File: src/hdl/edc_pkg.sv
// Shared constants for the edit distance engine.
// No dependencies; used by every module of the block.
package edc_pkg;

    localparam int CMD_W     = 2;
    localparam int SYMBOL_W  = 8;
    localparam int DIST_W    = 6;
    localparam int S_TDATA_W = 16;
    localparam int M_TDATA_W = 8;

    localparam int MAX_LEN_DEFAULT = 32;

    localparam logic [DIST_W-1:0] DIST_MAX = 6'd63;

    localparam logic [CMD_W-1:0] CMD_APPEND_FIRST  = 2'd0;
    localparam logic [CMD_W-1:0] CMD_APPEND_SECOND = 2'd1;
    localparam logic [CMD_W-1:0] CMD_COMPUTE       = 2'd2;

endpackage

File: src/hdl/edc_cell.sv
// One column of the edit distance sweep: holds a byte of the second string
// and its running cost. Depends on edc_pkg.
module edc_cell #(
    parameter int VW = 6
) (
    input  logic                          aclk,
    input  logic                          aresetn,
    input  logic                          init,
    input  logic [VW-1:0]                 init_value,
    input  logic                          load_sym,
    input  logic [edc_pkg::SYMBOL_W-1:0]  sym_in,
    input  logic                          vld_i,
    input  logic [edc_pkg::SYMBOL_W-1:0]  chr_i,
    input  logic [VW-1:0]                 left_i,
    input  logic [VW-1:0]                 diag_i,
    output logic                          vld_o,
    output logic [edc_pkg::SYMBOL_W-1:0]  chr_o,
    output logic [VW-1:0]                 cost_o,
    output logic [VW-1:0]                 diag_o
);
    import edc_pkg::*;

    logic                vld_reg;
    logic [SYMBOL_W-1:0] chr_reg;
    logic [SYMBOL_W-1:0] sym_reg;
    logic [VW-1:0]       val_reg;
    logic [VW-1:0]       old_reg;
    logic [VW:0]         up_cost;
    logic [VW:0]         left_cost;
    logic [VW:0]         diag_cost;
    logic [VW:0]         min_a;
    logic [VW:0]         val_next;

    always_comb begin
        up_cost   = {1'b0, val_reg} + 1'b1;
        left_cost = {1'b0, left_i} + 1'b1;
        diag_cost = {1'b0, diag_i} + {{VW{1'b0}}, (chr_i != sym_reg)};
        min_a     = (up_cost < left_cost) ? up_cost : left_cost;
        val_next  = (min_a < diag_cost) ? min_a : diag_cost;
    end

    always_ff @(posedge aclk) begin
        if (!aresetn) begin
            vld_reg <= 1'b0;
        end else if (init) begin
            // drop rows of the previous sweep still moving down the chain
            vld_reg <= 1'b0;
        end else begin
            vld_reg <= vld_i;
        end
    end

    always_ff @(posedge aclk) begin
        if (load_sym) begin
            sym_reg <= sym_in;
        end
        if (init) begin
            val_reg <= init_value;
        end else if (vld_i) begin
            // costs never exceed the string length, so the top bit is spare
            val_reg <= val_next[VW-1:0];
            old_reg <= val_reg;
            chr_reg <= chr_i;
        end
    end

    assign vld_o  = vld_reg;
    assign chr_o  = chr_reg;
    assign cost_o = val_reg;
    assign diag_o = old_reg;

endmodule

File: src/hdl/edc_chain.sv
// Row of edit distance cells, one per byte of the second string, with the
// byte load decode and the final cost select. Depends on edc_pkg, edc_cell.
module edc_chain #(
    parameter int MAX_LEN = edc_pkg::MAX_LEN_DEFAULT,
    parameter int VW      = $clog2(MAX_LEN + 1),
    parameter int IW      = (MAX_LEN > 1) ? $clog2(MAX_LEN) : 1
) (
    input  logic                          aclk,
    input  logic                          aresetn,
    input  logic                          init,
    input  logic                          load_en,
    input  logic [IW-1:0]                 load_idx,
    input  logic [edc_pkg::SYMBOL_W-1:0]  load_sym,
    input  logic                          row_vld,
    input  logic [edc_pkg::SYMBOL_W-1:0]  row_chr,
    input  logic [VW-1:0]                 row_left,
    input  logic [VW-1:0]                 row_diag,
    input  logic [IW-1:0]                 sel_idx,
    output logic [VW-1:0]                 sel_cost
);
    import edc_pkg::*;

    logic                vld_link  [MAX_LEN+1];
    logic [SYMBOL_W-1:0] chr_link  [MAX_LEN+1];
    logic [VW-1:0]       cost_link [MAX_LEN+1];
    logic [VW-1:0]       diag_link [MAX_LEN+1];

    assign vld_link[0]  = row_vld;
    assign chr_link[0]  = row_chr;
    assign cost_link[0] = row_left;
    assign diag_link[0] = row_diag;

    for (genvar j = 0; j < MAX_LEN; j++) begin : g_cell
        edc_cell #(
            .VW(VW)
        ) u_cell (
            .aclk       (aclk),
            .aresetn    (aresetn),
            .init       (init),
            .init_value (VW'(j + 1)),
            .load_sym   (load_en && (load_idx == IW'(j))),
            .sym_in     (load_sym),
            .vld_i      (vld_link[j]),
            .chr_i      (chr_link[j]),
            .left_i     (cost_link[j]),
            .diag_i     (diag_link[j]),
            .vld_o      (vld_link[j+1]),
            .chr_o      (chr_link[j+1]),
            .cost_o     (cost_link[j+1]),
            .diag_o     (diag_link[j+1])
        );
    end

    // the last cell's valid, byte and old cost leave the chain unused
    logic                tail_vld;
    logic [SYMBOL_W-1:0] tail_chr;
    logic [VW-1:0]       tail_diag;
    assign tail_vld  = vld_link[MAX_LEN];
    assign tail_chr  = chr_link[MAX_LEN];
    assign tail_diag = diag_link[MAX_LEN];

    always_comb begin
        sel_cost = cost_link[1];
        for (int k = 0; k < MAX_LEN; k++) begin
            if (sel_idx == IW'(k)) begin
                sel_cost = cost_link[k+1];
            end
        end
    end

endmodule

File: src/hdl/edit_distance_engine_top.sv
// Levenshtein edit distance engine: control, first string store, result
// register. Depends on edc_pkg, edc_chain (edc_cell).
//
// Use: send requests on the s_axis channel. command 0 appends symbol to the
// first string, 1 appends it to the second, 2 computes the distance; 3 is
// taken and dropped. Bytes beyond MAX_LEN per string are dropped and set the
// overflow bit of the next result. Each compute request yields exactly one
// m_axis request carrying distance (saturated at 63) and overflow, after
// which both strings and the overflow bit are cleared.
// Append requests are taken whenever the engine is idle. A compute request
// runs the strings through the cell chain, one first-string byte entering per
// cycle and moving one cell per cycle; s_axis_tready is low during that run.
// If the receiver stalls, the result holds in the output register; appends
// for the next pair continue, and a next compute waits at its end until the
// output register frees.
// Reset (aresetn low, synchronous) empties both strings, clears overflow
// and drops any pending result.
module edit_distance_engine_top #(
    parameter int MAX_LEN = edc_pkg::MAX_LEN_DEFAULT
) (
    input  logic                           aclk,
    input  logic                           aresetn,
    input  logic                           s_axis_tvalid,
    output logic                           s_axis_tready,
    // [1:0] command, [9:2] symbol, [15:10] zero
    input  logic [edc_pkg::S_TDATA_W-1:0]  s_axis_tdata,
    output logic                           m_axis_tvalid,
    input  logic                           m_axis_tready,
    // [5:0] distance, [6] overflow, [7] zero
    output logic [edc_pkg::M_TDATA_W-1:0]  m_axis_tdata
);
    import edc_pkg::*;

    localparam int VW = $clog2(MAX_LEN + 1);
    localparam int IW = (MAX_LEN > 1) ? $clog2(MAX_LEN) : 1;
    localparam int TW = $clog2(2 * MAX_LEN + 1);
    localparam int XW = (VW > DIST_W) ? VW : DIST_W;

    localparam logic ST_IDLE = 1'b0;
    localparam logic ST_RUN  = 1'b1;

    logic                state_reg, state_next;
    logic [VW-1:0]       first_cnt_reg, first_cnt_next;
    logic [VW-1:0]       second_cnt_reg, second_cnt_next;
    logic                trunc_reg, trunc_next;
    logic [TW-1:0]       step_reg, step_next;
    logic                out_vld_reg, out_vld_next;
    logic [DIST_W-1:0]   dist_reg;
    logic                ovf_reg;
    logic [SYMBOL_W-1:0] first_mem [MAX_LEN];

    logic [CMD_W-1:0]    cmd;
    logic [SYMBOL_W-1:0] sym;
    logic                accept;
    logic                append_first;
    logic                append_second;
    logic                start;
    logic                run_done;
    logic                emit;
    logic                row_vld;
    logic [VW-1:0]       row_idx;
    logic [VW-1:0]       sel_cost;
    logic [VW-1:0]       result;
    logic [XW-1:0]       result_ext;
    logic [DIST_W-1:0]   dist_sat;

    assign cmd    = s_axis_tdata[CMD_W-1:0];
    assign sym    = s_axis_tdata[CMD_W +: SYMBOL_W];
    assign accept = s_axis_tvalid && s_axis_tready;

    assign append_first  = accept && (cmd == CMD_APPEND_FIRST)
                           && (first_cnt_reg != VW'(MAX_LEN));
    assign append_second = accept && (cmd == CMD_APPEND_SECOND)
                           && (second_cnt_reg != VW'(MAX_LEN));
    assign start         = accept && (cmd == CMD_COMPUTE);

    // last cell update lands at step N+M-2, so the answer is stable at N+M-1
    assign run_done = ({1'b0, step_reg} + 1'b1)
                      >= ((TW + 1)'(first_cnt_reg) + (TW + 1)'(second_cnt_reg));
    assign emit     = (state_reg == ST_RUN) && run_done
                      && (!out_vld_reg || m_axis_tready);

    assign row_vld = (state_reg == ST_RUN) && (step_reg < TW'(first_cnt_reg));
    assign row_idx = step_reg[VW-1:0];

    edc_chain #(
        .MAX_LEN (MAX_LEN),
        .VW      (VW),
        .IW      (IW)
    ) u_chain (
        .aclk     (aclk),
        .aresetn  (aresetn),
        .init     (start),
        .load_en  (append_second),
        .load_idx (second_cnt_reg[IW-1:0]),
        .load_sym (sym),
        .row_vld  (row_vld),
        .row_chr  (first_mem[step_reg[IW-1:0]]),
        .row_left (row_idx + 1'b1),
        .row_diag (row_idx),
        .sel_idx  (IW'(second_cnt_reg - 1'b1)),
        .sel_cost (sel_cost)
    );

    // an empty second string leaves only the first string's length
    assign result     = (second_cnt_reg == '0) ? first_cnt_reg : sel_cost;
    assign result_ext = XW'(result);
    assign dist_sat   = (result_ext > XW'(DIST_MAX)) ? DIST_MAX : result_ext[DIST_W-1:0];

    always_comb begin
        state_next      = state_reg;
        first_cnt_next  = first_cnt_reg;
        second_cnt_next = second_cnt_reg;
        trunc_next      = trunc_reg;
        step_next       = step_reg;
        out_vld_next    = out_vld_reg && !m_axis_tready;
        case (state_reg)
            ST_IDLE: begin
                if (append_first) begin
                    first_cnt_next = first_cnt_reg + 1'b1;
                end
                if (append_second) begin
                    second_cnt_next = second_cnt_reg + 1'b1;
                end
                if (accept && (cmd == CMD_APPEND_FIRST || cmd == CMD_APPEND_SECOND)
                    && !append_first && !append_second) begin
                    trunc_next = 1'b1;
                end
                if (start) begin
                    state_next = ST_RUN;
                    step_next  = '0;
                end
            end
            ST_RUN: begin
                if (emit) begin
                    state_next      = ST_IDLE;
                    out_vld_next    = 1'b1;
                    first_cnt_next  = '0;
                    second_cnt_next = '0;
                    trunc_next      = 1'b0;
                end else if (!run_done) begin
                    step_next = step_reg + 1'b1;
                end
            end
            default: begin
                state_next = ST_IDLE;
            end
        endcase
    end

    always_ff @(posedge aclk) begin
        if (!aresetn) begin
            state_reg      <= ST_IDLE;
            first_cnt_reg  <= '0;
            second_cnt_reg <= '0;
            trunc_reg      <= 1'b0;
            step_reg       <= '0;
            out_vld_reg    <= 1'b0;
        end else begin
            state_reg      <= state_next;
            first_cnt_reg  <= first_cnt_next;
            second_cnt_reg <= second_cnt_next;
            trunc_reg      <= trunc_next;
            step_reg       <= step_next;
            out_vld_reg    <= out_vld_next;
        end
    end

    always_ff @(posedge aclk) begin
        if (append_first) begin
            first_mem[first_cnt_reg[IW-1:0]] <= sym;
        end
        if (emit) begin
            dist_reg <= dist_sat;
            ovf_reg  <= trunc_reg;
        end
    end

    assign s_axis_tready = (state_reg == ST_IDLE);
    assign m_axis_tvalid = out_vld_reg;
    assign m_axis_tdata  = {1'b0, ovf_reg, dist_reg};

endmodule
File: config.mk
export PLATFORM = sky130hd
export DESIGN_NAME = edit_distance_engine_top
export DESIGN_NICKNAME = d
export VERILOG_FILES = /design/src/hdl/edc_pkg.sv /design/src/hdl/edc_cell.sv /design/src/hdl/edc_chain.sv /design/src/hdl/edit_distance_engine_top.sv
export SDC_FILE = /design/constraint.sdc
export NUM_CORES = 2
export LEC_CHECK = 0
export BUFFER_PORTS_ARGS = -buffer_cell sky130_fd_sc_hd__clkbuf_2
export CAP_MARGIN = 20
export CORE_MARGIN = 5
export CORE_UTILIZATION = 47
export CTS_CLUSTER_DIAMETER = 100
export DETAILED_ROUTE_END_ITERATION = 7
export GPL_ROUTABILITY_DRIVEN = 0
export PLACE_DENSITY_LB_ADDON = 0.12
export SLEW_MARGIN = 20
export SYNTH_ARGS = -nofsm -noshare
export SYNTH_HDL_FRONTEND = slang
export SYNTH_SLANG_ARGS = --single-unit
File: constraint.sdc
create_clock -name aclk -period 12.5 [get_ports aclk]
set_clock_uncertainty 0.2 [all_clocks]
set_input_delay 0.625 -clock aclk [delete_from_list [all_inputs] [get_ports aclk]]
set_output_delay 0.625 -clock aclk [all_outputs]
set_load 0.05 [all_outputs]
==> impl_metrics.json <==
{
  "ctsHoldBuffers": 0,
  "status": "complete, no violations",
  "synth_xor_xnor_area_share_pct": 7.17,
  "tns_ps": 0,
  "die_h_um": 383,
  "final.period_utilization_pct": 54.4,
  "p_leak_nw": 27.7,
  "synth_simple_gate_area_share_pct": 12.1,
  "yosys_warnings": 0,
  "post_cts_buffers": 0,
  "max_freq_mhz": 147,
  "drtPass1Iterations": 8,
  "async_reset_ff_share_pct": 0,
  "ioPinCount": 30,
  "synth_edf_count": 953,
  "cts.htree.levels": 4,
  "drv_cap": 0,
  "final-hold-violation-count": 0,
  "tightest_slew_ps": 1080,
  "crit_buf_inv": 2,
  "min_period_ps": 6800,
  "grt_usage_pct": 22.9,
  "grt_pass1_wl_mm": 260,
  "relSlewSlack_pct": 27.3,
  "die-area_um2": 147000,
  "ys_seq_elements": 1203,
  "cts_root_buffer": "clkbuf_16",
  "synth.distinct_cells": 92,
  "fin_ws_ps": 5700,
  "cp_max_fo": 36,
  "vias": 44700,
  "critPathRequiredTime_ps": 12960,
  "post-place-ws_ps": 5700,
  "use_met1_pct": 33.0,
  "rsz0062_at_grt": "false",
  "rows": 136,
  "synthFlopType": "edfxtp_1",
  "avgSynthCellArea_um2": 11.5,
  "grt-ovfl-total": 0,
  "routed_wirelength_mm": 170,
  "hpwl_mm": 120,
  "powerDensity_nw_per_um2": 125,
  "dieWidth_um": 383,
  "crit_family": "multiplexers",
  "vias_per_cell": 5.84,
  "crit_slowest_cell": "dfxtp_4",
  "placed_area_um2": 67500,
  "seq_area_frac_synth_pct": 51.5,
  "report.final.slew_viol_count": 0,
  "end_kind": "flop",
  "detail_route.wl_per_cell_um": 22.2,
  "grt_max_degree": 112,
  "finalSetupViolations": 0,
  "muxShareOfSynthArea_pct": 5.28,
  "path_clk_slew_ps": 60,
  "utilization_pct": 52.2,
  "synthCells": 5690,
  "drc_errors": 0,
  "cts_tree": "yes",
  "slowest_delay_ps": 730,
  "hp-class": "in -> reg",
  "io_buffers": 22,
  "grtUsageMet2_pct": 36.6,
  "crit_chain": "buf_4 -> mux4_1 -> mux4_2 -> inv_1 -> a21oi_1 -> xnor2_1 -> nand4_1 -> or4_1 -> ha_1 -> ha_1 -> nand3_1 -> xor2_1 -> ha_1 -> a21o_1 -> a21o_1 -> a21oi_1 -> nand3_1 -> o21ai_0 -> mux2i_1 -> a21oi_1",
  "grtUsageMet3_pct": 3.29,
  "synth_fa_ha_area_share_pct": 9.84,
  "layout.nets": 6280,
  "cts_max_path_buffers": 3,
  "n_fill_cell": 12000,
  "peakVddDrop_v": 0.000154,
  "drt_iter0_drc": 3746,
  "postRouteAntennaNets": 0,
  "startpoint_type": "flop",
  "holdWs_ps": 92.6,
  "worstSetupPathType": "reg -> reg",
  "final_area_um2": 72000,
  "drive_above_1_share_pct": 6.91,
  "syn_nets": 6223,
  "clk_latency_ps": 770,
  "synth_compound_area_share_pct": 11.2,
  "core_area_um2": 138000,
  "cts-resized-gates": 0,
  "grt_pass1_vias": 43300,
  "cts_sinks": 1203,
  "synth_area_um2": 65300,
  "antenna_found_initial": 4,
  "start_util_pct": 47.4,
  "synth_top_family_by_area": "simple AND/OR/NAND/NOR gates",
  "area_delta_synth_final_pct": 10.2,
  "grt.busiest_layer": "met2",
  "cts_buffers": 134,
  "arrival_ps": 7250
}
[logic make-up (layout without fill, tap and decap cells)]
| logic type | after synthesis | after routing |
|---|---|---|
| buffers and inverters | 503 | 671 |
| AOI/OAI and AO/OA | 1109 | 1109 |
| xor gates and xnor gates | 535 | 535 |
| and+or+nand+nor | 1580 | 1580 |
| adders and majority gates | 513 | 513 |
| DFF | 1203 | 1203 |
| muxes | 246 | 246 |
| other | 1 | 4 |
[worst reg2reg max path, cell delays in order (launching register included)]
cell	delay (ps)
dfxtp_4	730
buf_4	740
mux4_1	720
mux4_2	480
inv_1	140
a21oi_1	160
xnor2_1	190
nand4_1	120
or4_1	590
ha_1	230
ha_1	220
nand3_1	100
xor2_1	250
ha_1	300
a21o_1	160
a21o_1	170
a21oi_1	270
nand3_1	220
o21ai_0	370
mux2i_1	250
a21oi_1	80
[final cells by class]
class	count	area, µm²	area share, %
Sequential cell	1203	33600	46.7
Antenna cell	3	7.51	0.0104
Multi-Input combinational cell	3984	29800	41.4
Clock inverter	72	935	1.30
Timing Repair Buffer	71	510	0.709
Inverter	353	1330	1.84
Tap cell	1794	2240	3.12
Clock buffer	175	3580	4.97
[where the power goes]
part / leakage, nW / switching, W / internal [W] / total [W]
Clock: 2.15 / 0.00169 / 0.00232 / 0.00401
Sequential: 10.6 / 0.0000238 / 0.00431 / 0.00433
Combinational: 15.0 / 0.000447 / 0.000227 / 0.000674
Total: 27.7 / 0.00216 / 0.00686 / 0.00901
[per-stage QoR]
step | instances | total power, W
after floorplan | 5690 | 0.00484
after global placement | 7404 | 0.00507
after detailed placement | 7404 | 0.00508
after CTS | 7651 | 0.00910
after global routing | 7652 | 0.00934
final | 7655 | 0.00901
[cells in the mapped netlist (all sizes together), types with 31 or more instances]
| library cell | number | area (µm²) |
|---|---|---|
| and3 | 175 | 1090 |
| mux2i | 156 | 1560 |
| dfxtp | 250 | 5000 |
| nor4 | 73 | 463 |
| or3 | 32 | 200 |
| nand3 | 320 | 1600 |
| and2 | 32 | 200 |
| nor2 | 296 | 1110 |
| xnor2 | 110 | 963 |
| nor2b | 77 | 482 |
| o21ai | 282 | 1420 |
| a31oi | 35 | 231 |
| ha | 512 | 6410 |
| inv | 347 | 1300 |
| buf | 31 | 181 |
| o31ai | 37 | 278 |
| mux4 | 74 | 1700 |
| nor3 | 62 | 310 |
| a211oi | 44 | 350 |
| a32o | 31 | 310 |
| xor2 | 425 | 3720 |
| nand2 | 347 | 1300 |
| nand2b | 71 | 444 |
| a21oi | 290 | 1460 |
| clkbuf | 119 | 447 |
| edfxtp | 953 | 28600 |
| a21o | 79 | 593 |
| o211ai | 68 | 510 |
[path summary, 6_finish.rpt]
kind	startpoint	endpoint	slack, ps	cells after the start
worst max register to register	flop	u_chain.g_cell[0].u_cell.cost_o[1]$_SDFFE_PP0P_	5700	20
worst min register to register	trunc_reg$_SDFFE_PN0P_	ovf_reg$_DFFE_PP_	230	0
worst min-delay path	m_axis_tready	m_axis_tvalid$_SDFF_PN0_	90	3
worst max-delay path	flop	u_chain.g_cell[0].u_cell.cost_o[1]$_SDFFE_PP0P_	5700	20
[layout by cell type, fill, tap and decap left out, drive strengths merged, types with 19 or more instances in the layout]
cell	Yosys	final
nand4	27	27
nor2	296	296
a21o	79	79
a32o	31	31
buf	31	56
a211oi	44	44
edfxtp	953	953
a21oi	290	290
clkinv	6	55
nor3b	19	19
a211o	27	27
nand2	347	347
o211ai	68	68
and2	32	32
ha	512	512
xnor2	110	110
or3	32	32
a31oi	35	35
nand2b	71	71
a221oi	21	21
nor2b	77	77
nor4	73	73
o21a	23	23
clkbuf	119	190
mux2i	156	156
xor2	425	425
mux4	74	74
nor3	62	62
o22ai	22	22
o31ai	37	37
nand3	320	320
inv	347	349
o21ai	282	282
dfxtp	250	250
and3	175	175
[layer usage]
layer | vias up | routed length (µm)
met3 | 215 | 9830
met2 | 1144 | 77700
met1 | 21900 | 79300
met5 | - | 0
li1 | 21400 | -
met4 | 0 | 3530
(Power assumes the default switching activity.)
